## src/sv/fenv_pkg.sv

```systemverilog
// ----------------------------------------------------------------------------
// fenv_pkg
// Shared types and constants of the flash environment record parser.
// ----------------------------------------------------------------------------
`default_nettype none

package fenv_pkg;

    localparam int MAX_REGION = 65536;
    localparam int POS_W      = 17;
    localparam int ID_W       = 7;
    localparam int ID_DEPTH   = 1 << ID_W;
    localparam int CNT_W      = 8;
    localparam int EPOCH_W    = 8;
    localparam int CFG_IDX_W  = 2;
    localparam int CFG_DATA_W = 17;
    localparam int OUT_W      = 64;

    typedef logic [POS_W-1:0] t_pos;
    typedef logic [EPOCH_W-1:0] t_epoch;

    localparam t_pos   POS_MAX     = '1;
    localparam t_epoch EPOCH_MAX   = '1;
    localparam t_epoch EPOCH_FIRST = t_epoch'(1);

    localparam logic [7:0] BYTE_ERASED = 8'hFF;
    localparam logic [7:0] BYTE_NUL    = 8'h00;

    localparam logic [CFG_IDX_W-1:0] CFG_MAGIC_FIRST   = 2'd0;
    localparam logic [CFG_IDX_W-1:0] CFG_MAGIC_SECOND  = 2'd1;
    localparam logic [CFG_IDX_W-1:0] CFG_REGION_LENGTH = 2'd2;

    localparam logic [7:0]       MAGIC_FIRST_RST   = 8'd65;
    localparam logic [7:0]       MAGIC_SECOND_RST  = 8'd101;
    localparam logic [POS_W-1:0] REGION_LENGTH_RST = 17'd65536;

    typedef enum logic [5:0] {
        PH_MAGIC1 = 6'b000001,
        PH_MAGIC2 = 6'b000010,
        PH_RECORD = 6'b000100,
        PH_KEY    = 6'b001000,
        PH_VALUE  = 6'b010000,
        PH_DONE   = 6'b100000
    } t_phase;

    typedef enum logic [2:0] {
        EV_NONE    = 3'd0,
        EV_EMPTY   = 3'd1,
        EV_UNRECOG = 3'd2,
        EV_KEY     = 3'd3,
        EV_ACTIVE  = 3'd4,
        EV_ERASED  = 3'd5,
        EV_END     = 3'd6
    } t_event;

    // packed so that event_res lands in the lowest bits of tdata
    typedef struct packed {
        logic [CNT_W-1:0] unique_ids;
        logic [CNT_W-1:0] next_free_id;
        t_pos             text_offset;
        t_pos             record_offset;
        logic [ID_W-1:0]  entry_id;
        t_event           event_res;
    } t_result;

endpackage

`default_nettype wire

```

## src/sv/fenv_ram.sv

```systemverilog
// ----------------------------------------------------------------------------
// fenv_ram
// Generic simple dual-port RAM, one write port, one registered read port.
// ----------------------------------------------------------------------------
`default_nettype none

module fenv_ram #(
    parameter int WIDTH = 8,
    parameter int DEPTH = 128
) (
    input  wire logic                     i_clk,
    input  wire logic                     i_we,
    input  wire logic [$clog2(DEPTH)-1:0] i_waddr,
    input  wire logic [WIDTH-1:0]         i_wdata,
    input  wire logic                     i_re,
    input  wire logic [$clog2(DEPTH)-1:0] i_raddr,
    output logic      [WIDTH-1:0]         o_rdata
);

    logic [WIDTH-1:0] r_mem [DEPTH];
    logic [WIDTH-1:0] r_rdata;

    always_ff @(posedge i_clk) begin
        if (i_we) begin
            r_mem[i_waddr] <= i_wdata;
        end
        if (i_re) begin
            r_rdata <= r_mem[i_raddr];
        end
    end

    assign o_rdata = r_rdata;

endmodule

`default_nettype wire

```

## src/sv/flash_env_record_parser.sv

```systemverilog
// ----------------------------------------------------------------------------
// flash_env_record_parser
// Byte-serial parser of a flash environment region with a seen-id memory.
// ----------------------------------------------------------------------------
// Takes one region byte per cycle while the output is not stalled and no clearing pass
// runs, and returns one result item per byte, through the registered seen-id memory
// read and then the parse update into the output register. The seen-id map is a
// 128-entry RAM tagged with a restart epoch, so a restart does not touch the RAM;
// after reset, and after every 255th restart when the epoch wraps, a clearing pass
// runs through the RAM, one entry per cycle on its single write port, with
// s_axis_tready low. Configuration writes are taken at any time.
`default_nettype none

module flash_env_record_parser (
    input  wire logic                             i_clk,
    input  wire logic                             i_rst_n,
    // tdata: data_byte[7:0]
    input  wire logic [7:0]                       s_axis_tdata,
    // tuser: first_byte[0]
    input  wire logic [0:0]                       s_axis_tuser,
    input  wire logic                             s_axis_tvalid,
    output logic                                  s_axis_tready,
    // tdata: event_res[2:0], entry_id[9:3], record_offset[26:10],
    //        text_offset[43:27], next_free_id[51:44], unique_ids[59:52], zero[63:60]
    output logic [fenv_pkg::OUT_W-1:0]            m_axis_tdata,
    output logic                                  m_axis_tvalid,
    input  wire logic                             m_axis_tready,
    input  wire logic                             i_cfg_we,
    input  wire logic [fenv_pkg::CFG_IDX_W-1:0]   i_cfg_idx,
    input  wire logic [fenv_pkg::CFG_DATA_W-1:0]  i_cfg_data
);

    import fenv_pkg::*;

    // configuration
    logic [7:0] r_magic_first;
    logic [7:0] r_magic_second;
    t_pos       r_region_len;

    // clearing pass and epoch
    logic            r_clr_busy;
    logic [ID_W-1:0] r_clr_addr;
    t_epoch          r_epoch;

    // read stage
    logic       r_s1_vld;
    logic [7:0] r_s1_byte;
    logic       r_s1_first;
    t_epoch     r_s1_epoch;
    logic       r_fwd_hit;
    t_epoch     r_fwd_data;

    // parse state
    t_phase           r_phase,   n_phase;
    logic [CNT_W-1:0] r_hn,      n_hn;
    logic [CNT_W-1:0] r_dc,      n_dc;
    t_pos             r_pos,     n_pos;
    t_pos             r_rec,     n_rec;
    t_pos             r_str,     n_str;
    logic [ID_W-1:0]  r_cid,     n_cid;
    logic             r_cvld,    n_cvld;
    logic [7:0]       r_fm,      n_fm;

    // output register
    logic    r_out_vld;
    t_result r_out;
    t_result s1_res;

    logic             advance;
    logic             in_acc;
    logic             s1_do;
    logic             s1_wr;
    logic             seen;
    t_epoch           ram_rdata;
    logic             ram_we;
    logic [ID_W-1:0]  ram_waddr;
    t_epoch           ram_wdata;
    t_pos             pos_inc;
    t_pos             len_clamp;
    logic [POS_W:0]   lim_end;

    assign advance       = !r_out_vld || m_axis_tready;
    assign s_axis_tready = advance && !r_clr_busy;
    assign in_acc        = s_axis_tvalid && s_axis_tready;
    assign s1_do         = advance && r_s1_vld;

    assign m_axis_tvalid = r_out_vld;
    assign m_axis_tdata  = {{(OUT_W - $bits(t_result)){1'b0}}, r_out};

    // ---------------- seen-id memory ----------------
    assign ram_we    = r_clr_busy || (s1_do && s1_wr);
    assign ram_waddr = r_clr_busy ? r_clr_addr : r_s1_byte[ID_W-1:0];
    assign ram_wdata = r_clr_busy ? '0 : r_s1_epoch;

    fenv_ram #(
        .WIDTH (EPOCH_W),
        .DEPTH (ID_DEPTH)
    ) u_seen_ram (
        .i_clk   (i_clk),
        .i_we    (ram_we),
        .i_waddr (ram_waddr),
        .i_wdata (ram_wdata),
        .i_re    (in_acc),
        .i_raddr (s_axis_tdata[ID_W-1:0]),
        .o_rdata (ram_rdata)
    );

    assign seen = ((r_fwd_hit ? r_fwd_data : ram_rdata) == r_s1_epoch);

    // ---------------- configuration ----------------
    always_ff @(posedge i_clk) begin
        if (!i_rst_n) begin
            r_magic_first  <= MAGIC_FIRST_RST;
            r_magic_second <= MAGIC_SECOND_RST;
            r_region_len   <= REGION_LENGTH_RST;
        end else if (i_cfg_we) begin
            case (i_cfg_idx)
                CFG_MAGIC_FIRST:   r_magic_first  <= i_cfg_data[7:0];
                CFG_MAGIC_SECOND:  r_magic_second <= i_cfg_data[7:0];
                CFG_REGION_LENGTH: r_region_len   <= i_cfg_data[POS_W-1:0];
                default: ;
            endcase
        end
    end

    // ---------------- clearing pass, epoch, read stage ----------------
    always_ff @(posedge i_clk) begin
        if (!i_rst_n) begin
            r_clr_busy <= 1'b1;
            r_clr_addr <= '0;
            r_epoch    <= EPOCH_FIRST;
            r_s1_vld   <= 1'b0;
            r_fwd_hit  <= 1'b0;
        end else begin
            if (r_clr_busy) begin
                r_clr_addr <= r_clr_addr + 1'b1;
                if (r_clr_addr == ID_W'(ID_DEPTH - 1)) begin
                    r_clr_busy <= 1'b0;
                end
            end
            if (in_acc && s_axis_tuser[0]) begin
                if (r_epoch == EPOCH_MAX) begin
                    r_epoch    <= EPOCH_FIRST;
                    r_clr_busy <= 1'b1;
                    r_clr_addr <= '0;
                end else begin
                    r_epoch <= r_epoch + 1'b1;
                end
            end
            if (advance) begin
                r_s1_vld  <= in_acc;
                r_fwd_hit <= s1_do && s1_wr && in_acc
                             && (s_axis_tdata[ID_W-1:0] == r_s1_byte[ID_W-1:0]);
            end
        end
    end

    always_ff @(posedge i_clk) begin
        if (advance) begin
            r_s1_byte  <= s_axis_tdata;
            r_s1_first <= s_axis_tuser[0];
            r_s1_epoch <= r_epoch;
            r_fwd_data <= r_s1_epoch;
        end
    end

    // ---------------- parse update ----------------
    assign pos_inc   = (r_pos == POS_MAX) ? r_pos : r_pos + 1'b1;
    assign len_clamp = ({15'd0, r_region_len} > 32'(MAX_REGION)) ? POS_W'(MAX_REGION)
                                                                 : r_region_len;
    assign lim_end   = {1'b0, len_clamp} + (POS_W+1)'(2);

    always_comb begin
        n_phase = r_phase;
        n_hn    = r_hn;
        n_dc    = r_dc;
        n_pos   = r_pos;
        n_rec   = r_rec;
        n_str   = r_str;
        n_cid   = r_cid;
        n_cvld  = r_cvld;
        n_fm    = r_fm;
        s1_wr   = 1'b0;
        s1_res  = '0;
        s1_res.event_res = EV_NONE;

        if (r_s1_first) begin
            n_hn    = '0;
            n_dc    = '0;
            n_pos   = POS_W'(1);
            n_rec   = '0;
            n_str   = '0;
            n_cid   = '0;
            n_cvld  = 1'b0;
            n_fm    = r_s1_byte;
            n_phase = PH_MAGIC2;
        end else begin
            case (r_phase)
                PH_MAGIC2: begin
                    if (r_fm == BYTE_ERASED && r_s1_byte == BYTE_ERASED) begin
                        s1_res.event_res = EV_EMPTY;
                        n_phase          = PH_DONE;
                    end else if (r_fm == r_magic_first && r_s1_byte == r_magic_second) begin
                        n_phase = PH_RECORD;
                        n_pos   = pos_inc;
                    end else begin
                        s1_res.event_res = EV_UNRECOG;
                        n_phase          = PH_DONE;
                    end
                end
                PH_RECORD: begin
                    if ({1'b0, r_pos} >= lim_end || r_s1_byte == BYTE_ERASED) begin
                        s1_res.event_res = EV_END;
                        n_phase          = PH_DONE;
                    end else begin
                        n_cid  = r_s1_byte[ID_W-1:0];
                        n_cvld = r_s1_byte[7];
                        n_rec  = r_pos;
                        n_str  = pos_inc;
                        if ({1'b0, r_s1_byte[ID_W-1:0]} >= r_hn) begin
                            n_hn = {1'b0, r_s1_byte[ID_W-1:0]} + 1'b1;
                        end
                        if (!seen) begin
                            s1_wr   = 1'b1;
                            n_dc    = r_dc + 1'b1;
                            n_phase = PH_KEY;
                        end else begin
                            n_phase = PH_VALUE;
                        end
                        n_pos = pos_inc;
                    end
                end
                PH_KEY: begin
                    if (r_s1_byte == BYTE_NUL) begin
                        s1_res.event_res     = EV_KEY;
                        s1_res.entry_id      = r_cid;
                        s1_res.record_offset = r_rec;
                        s1_res.text_offset   = r_str;
                        n_str                = pos_inc;
                        n_phase              = PH_VALUE;
                    end
                    n_pos = pos_inc;
                end
                PH_VALUE: begin
                    if (r_s1_byte == BYTE_NUL) begin
                        s1_res.event_res     = r_cvld ? EV_ACTIVE : EV_ERASED;
                        s1_res.entry_id      = r_cid;
                        s1_res.record_offset = r_rec;
                        s1_res.text_offset   = r_str;
                        n_phase              = PH_RECORD;
                    end
                    n_pos = pos_inc;
                end
                default: ;
            endcase
        end

        s1_res.next_free_id = n_hn;
        s1_res.unique_ids   = n_dc;
    end

    always_ff @(posedge i_clk) begin
        if (!i_rst_n) begin
            r_phase   <= PH_MAGIC1;
            r_hn      <= '0;
            r_dc      <= '0;
            r_pos     <= '0;
            r_rec     <= '0;
            r_str     <= '0;
            r_cid     <= '0;
            r_cvld    <= 1'b0;
            r_fm      <= '0;
            r_out_vld <= 1'b0;
        end else if (advance) begin
            r_out_vld <= r_s1_vld;
            if (r_s1_vld) begin
                r_phase <= n_phase;
                r_hn    <= n_hn;
                r_dc    <= n_dc;
                r_pos   <= n_pos;
                r_rec   <= n_rec;
                r_str   <= n_str;
                r_cid   <= n_cid;
                r_cvld  <= n_cvld;
                r_fm    <= n_fm;
            end
        end
    end

    always_ff @(posedge i_clk) begin
        if (s1_do) begin
            r_out <= s1_res;
        end
    end

endmodule

`default_nettype wire

```

## config.mk

```make
export PLATFORM = sky130hd
export DESIGN_NAME = flash_env_record_parser
export DESIGN_NICKNAME = d
export VERILOG_FILES = /design/src/sv/fenv_pkg.sv /design/src/sv/fenv_ram.sv /design/src/sv/flash_env_record_parser.sv
export SDC_FILE = /design/constraint.sdc
export NUM_CORES = 1
export LEC_CHECK = 0
export BUFFER_PORTS_ARGS = -buffer_cell sky130_fd_sc_hd__buf_4
export CAP_MARGIN = 5
export CORE_ASPECT_RATIO = 0.7
export CORE_MARGIN = 2
export CORE_UTILIZATION = 55
export CTS_BUF_LIST = sky130_fd_sc_hd__clkbuf_4 sky130_fd_sc_hd__clkbuf_8
export CTS_CLUSTER_SIZE = 8
export DETAILED_ROUTE_END_ITERATION = 10
export PLACE_DENSITY_LB_ADDON = 0.25
export SLEW_MARGIN = 20
export SYNTH_ARGS = -nofsm -noshare
export SYNTH_HDL_FRONTEND = slang
export SYNTH_HIERARCHICAL = 1
export SYNTH_SLANG_ARGS = --single-unit
```

## constraint.sdc

```tcl
create_clock -name i_clk -period 5.5 [get_ports i_clk]
set_input_delay 0.275 -clock i_clk [delete_from_list [all_inputs] [get_ports i_clk]]
set_output_delay 0.275 -clock i_clk [all_outputs]
set_load 0.005 [all_outputs]
```

==> flow_metrics.py <==
metrics = {
    "routing": {
        "routedWlPerCell_microns": 28.9,
        "totalWireLength_microns": 123000,
        "drt-pass1-iter-count": 6,
        "via_per_inst": 6.42,
        "num_vias": 27300,
        "first_iter_violations": 3950,
        "drcViolationCount": 0,
        "postRouteAntennaNets": 0,
    },
    "final_layout": {
        "final_common_cell": "edfxtp_1",
        "syn_to_final_growth_pct": 12.5,
        "final_cells": 4255,
        "final_cell_mix": "edfxtp_1 (1117), mux4_2 (336), clkbuf_8 (187)",
        "layout-drive-gt1-share_pct": 28.4,
        "fin_nets": 3001,
    },
    "logic_synthesis": {
        "synth_cells": 2666,
        "synth-seq-cells": 1258,
        "async_flop_share_pct": 0,
        "syn_area_per_cell_sq_um": 18.8,
        "synth.distinct_cells": 68,
        "synth_edf_count": 1117,
        "synth_warnings": 6,
        "synth_flop_cell": "edfxtp_1",
        "synth-seq-area-share_pct": 72.5,
        "syn_area_sq_um": 50100,
    },
    "setup_path": {
        "arrival_ns": 5.88,
        "crit_required_ns": 5.99,
        "crit_slowest_cell": "nor2_1",
        "worst_path_most_repeated_cell": "nand2_1",
        "critPathMaxFanout": 8,
        "startpoint_type": "register",
        "end_kind": "register",
        "r2r_cells": 20,
        "cpLargestDelayFamily": "simple AND/OR/NAND/NOR gates",
        "critPathKind": "register to register",
        "crit_buf_inv": 1,
        "crit_chain": "nor2b_1, ha_1, and3_1, nand3_1, nor2_1, nand2_1, xnor2_1, nand2_1, ha_1, and4_1, a2111oi_0, o21bai_1, nand4b_1, a21boi_2, nand2_1, nand2b_1, nor2b_1, nand3_1, buf_4, nor2_1",
        "path_depth": 20,
        "max_stage_delay_ns": 0.56,
    },
    "place": {
        "gp_congestion": 0.935,
        "port-buffer-count": 94,
        "dp_hpwl_microns": 77600,
        "dp.cells": 3929,
        "dp_slack_ns": 0.243,
    },
    "pwr": {
        "p_per_area_nw_per_um2": 318,
        "ir_worst_vdd_mv": 0.259,
        "p_leak_nw": 19.0,
    },
    "clocking": {
        "cts_tree": "yes",
        "clk_latency_ns": 0.88,
        "clock_path_buffers": 3,
        "cts_sinks": 1258,
        "path_clk_slew_ns": 0.07,
        "cts_buffers": 183,
        "cts_root_buf": "clkbuf_8",
        "cts_max_level": 4,
    },
    "floorplan": {
        "die_area_sq_um": 93600,
        "coreArea_sq_um": 90100,
        "die_w_microns": 365,
        "initial_core_util_pct": 55.6,
        "pin_count": 99,
        "die_h_microns": 257,
        "rows": 92,
    },
    "global_route": {
        "grt_usage_pct": 26.6,
        "antenna_found_initial": 5,
        "gr-total-overflow": 0,
        "grt_pass1_vias": 26700,
        "grt_pass1_wl_microns": 180000,
        "grt_max_degree": 129,
    },
    "sta": {
        "rsz0062_at_grt": "true",
        "worstMarginPinSlew_ns": 1.20,
        "fmax_mhz": 186,
        "worst_hold_slack_ns": 0.0838,
        "skew_ns": 0.0361,
        "layout_setup_ws_ns": 0.111,
        "finalHoldViolations": 0,
        "relSlewSlack_pct": 19.5,
        "finalSetupViolCount": 0,
        "drv_slew": 0,
        "fin_crit_ns": 5.39,
        "min_period_over_period_pct": 98.0,
    },
    "flow_run": {
        "maxCapViolCount": 0,
    },
    "outcome": {
        "status": "complete, no violations",
    },
    "worst_hold_path": {
        "min-delay-path-class": "input port to register",
        "whs_path_depth": 2,
    },
}
[cells by family (layout without fill, tap and decap cells)]
| kind of cell | after synthesis | after routing | synth area share (%) |
|---|---|---|---|
| buf+inv | 169 | 532 | 1.48 |
| compound gates | 173 | 173 | 2.42 |
| simple gates | 575 | 575 | 5.41 |
| other cells | 1 | 5 | 0.00748 |
| flops | 1258 | 1258 | 72.5 |
| mux | 378 | 378 | 16.0 |
| xor+xnor | 81 | 81 | 1.42 |
| fa+ha+maj | 31 | 31 | 0.774 |
[per-layer routing]
metal  global-route usage (%)  share of wire [%]  up-vias
li1                         -                  -    11200
met1                     42.0                 42    14100
met4                     7.14                1.7        2
met3                     7.80                 13      173
met5                        0              0.011        -
met2                     36.5                 43     1891
[timing repair]
item	CTS	global route
setup endpoints to repair	0	283
hold buffers	44	0
setup buffers	0	0
gates resized for setup	0	34
endpoints found under the hold margin	73	0
[synth_stat cells, drive strengths merged (25+ instances only)]
cell / instances / area share (%)
nor2: 197 / 1.5
and2: 50 / 0.62
clkbuf: 76 / 0.57
inv: 25 / 0.19
nand3: 35 / 0.35
nand2: 157 / 1.2
ha: 31 / 0.77
dfxtp: 141 / 5.6
nand4: 29 / 0.36
xor2: 36 / 0.63
a21oi: 54 / 0.54
mux4: 336 / 15
xnor2: 45 / 0.79
mux2i: 30 / 0.60
a22o: 46 / 0.80
buf: 68 / 0.72
edfxtp: 1117 / 67
[worst register-to-register path: cells and delay by family (launching register included)]
family | cells | cell delay (ns)
AOI/OAI and AO/OA | 3 | 0.85
xor gates and xnor gates | 1 | 0.17
adders and majority gates | 2 | 0.55
buffers and inverters | 1 | 0.29
DFF | 1 | 0.40
and+or+nand+nor | 13 | 2.75
[worst paths after layout]
| path | from | endpoint | slack [ns] |
|---|---|---|---|
| setup / recovery | r_region_len[1] | u_seen_ram/r_mem[22][0] | 0.11 |
| hold / removal | s_axis_tvalid | u_seen_ram/o_rdata[6] | 0.08 |
| setup reg to reg | r_region_len[1] | u_seen_ram/r_mem[22][0] | 0.11 |
| hold reg to reg | r_str[11] | r_str[11] | 0.45 |
[cell type report]
| type | count | area [sq um] |
|---|---|---|
| Antenna cell | 1 | 2.50 |
| Clock buffer | 261 | 3130 |
| Clock inverter | 19 | 151 |
| Fill cell | 6190 | 33700 |
| Inverter | 25 | 93.8 |
| Multi-Input combinational cell | 1242 | 13200 |
| Sequential cell | 1258 | 36400 |
| Tap cell | 1222 | 1530 |
| Timing Repair Buffer | 227 | 1960 |
[stage by stage]
stage               instance area, sq um  power, mW  utilization, %  setup TNS, ns
global route                       56400       18.5            62.6          -3.23
finish                             56400       17.9            62.6              0
detailed placement                 52600       11.1            58.3              0
floorplan                          50100       10.9               -              0
global placement                   52600       11.1            58.3              0
CTS                                56300       18.1            62.5              0
[sequential cells by signal, indices dropped and copies added (netlist names), 17 cells and up]
signal            cells
r_rec                17
r_pos                17
r_region_len         17
m_axis_tdata         60
u_seen_ram/r_mem   1024
r_str                17
[power breakdown]
part | total, mW | switching (mW) | internal (mW)
clock network | 6.98 | 3.37 | 3.61
registers | 10.3 | 0.0309 | 10.3
logic | 0.631 | 0.366 | 0.265
total | 17.9 | 3.76 | 14.2
No activity file was read; power rests on OpenSTA's default activity.
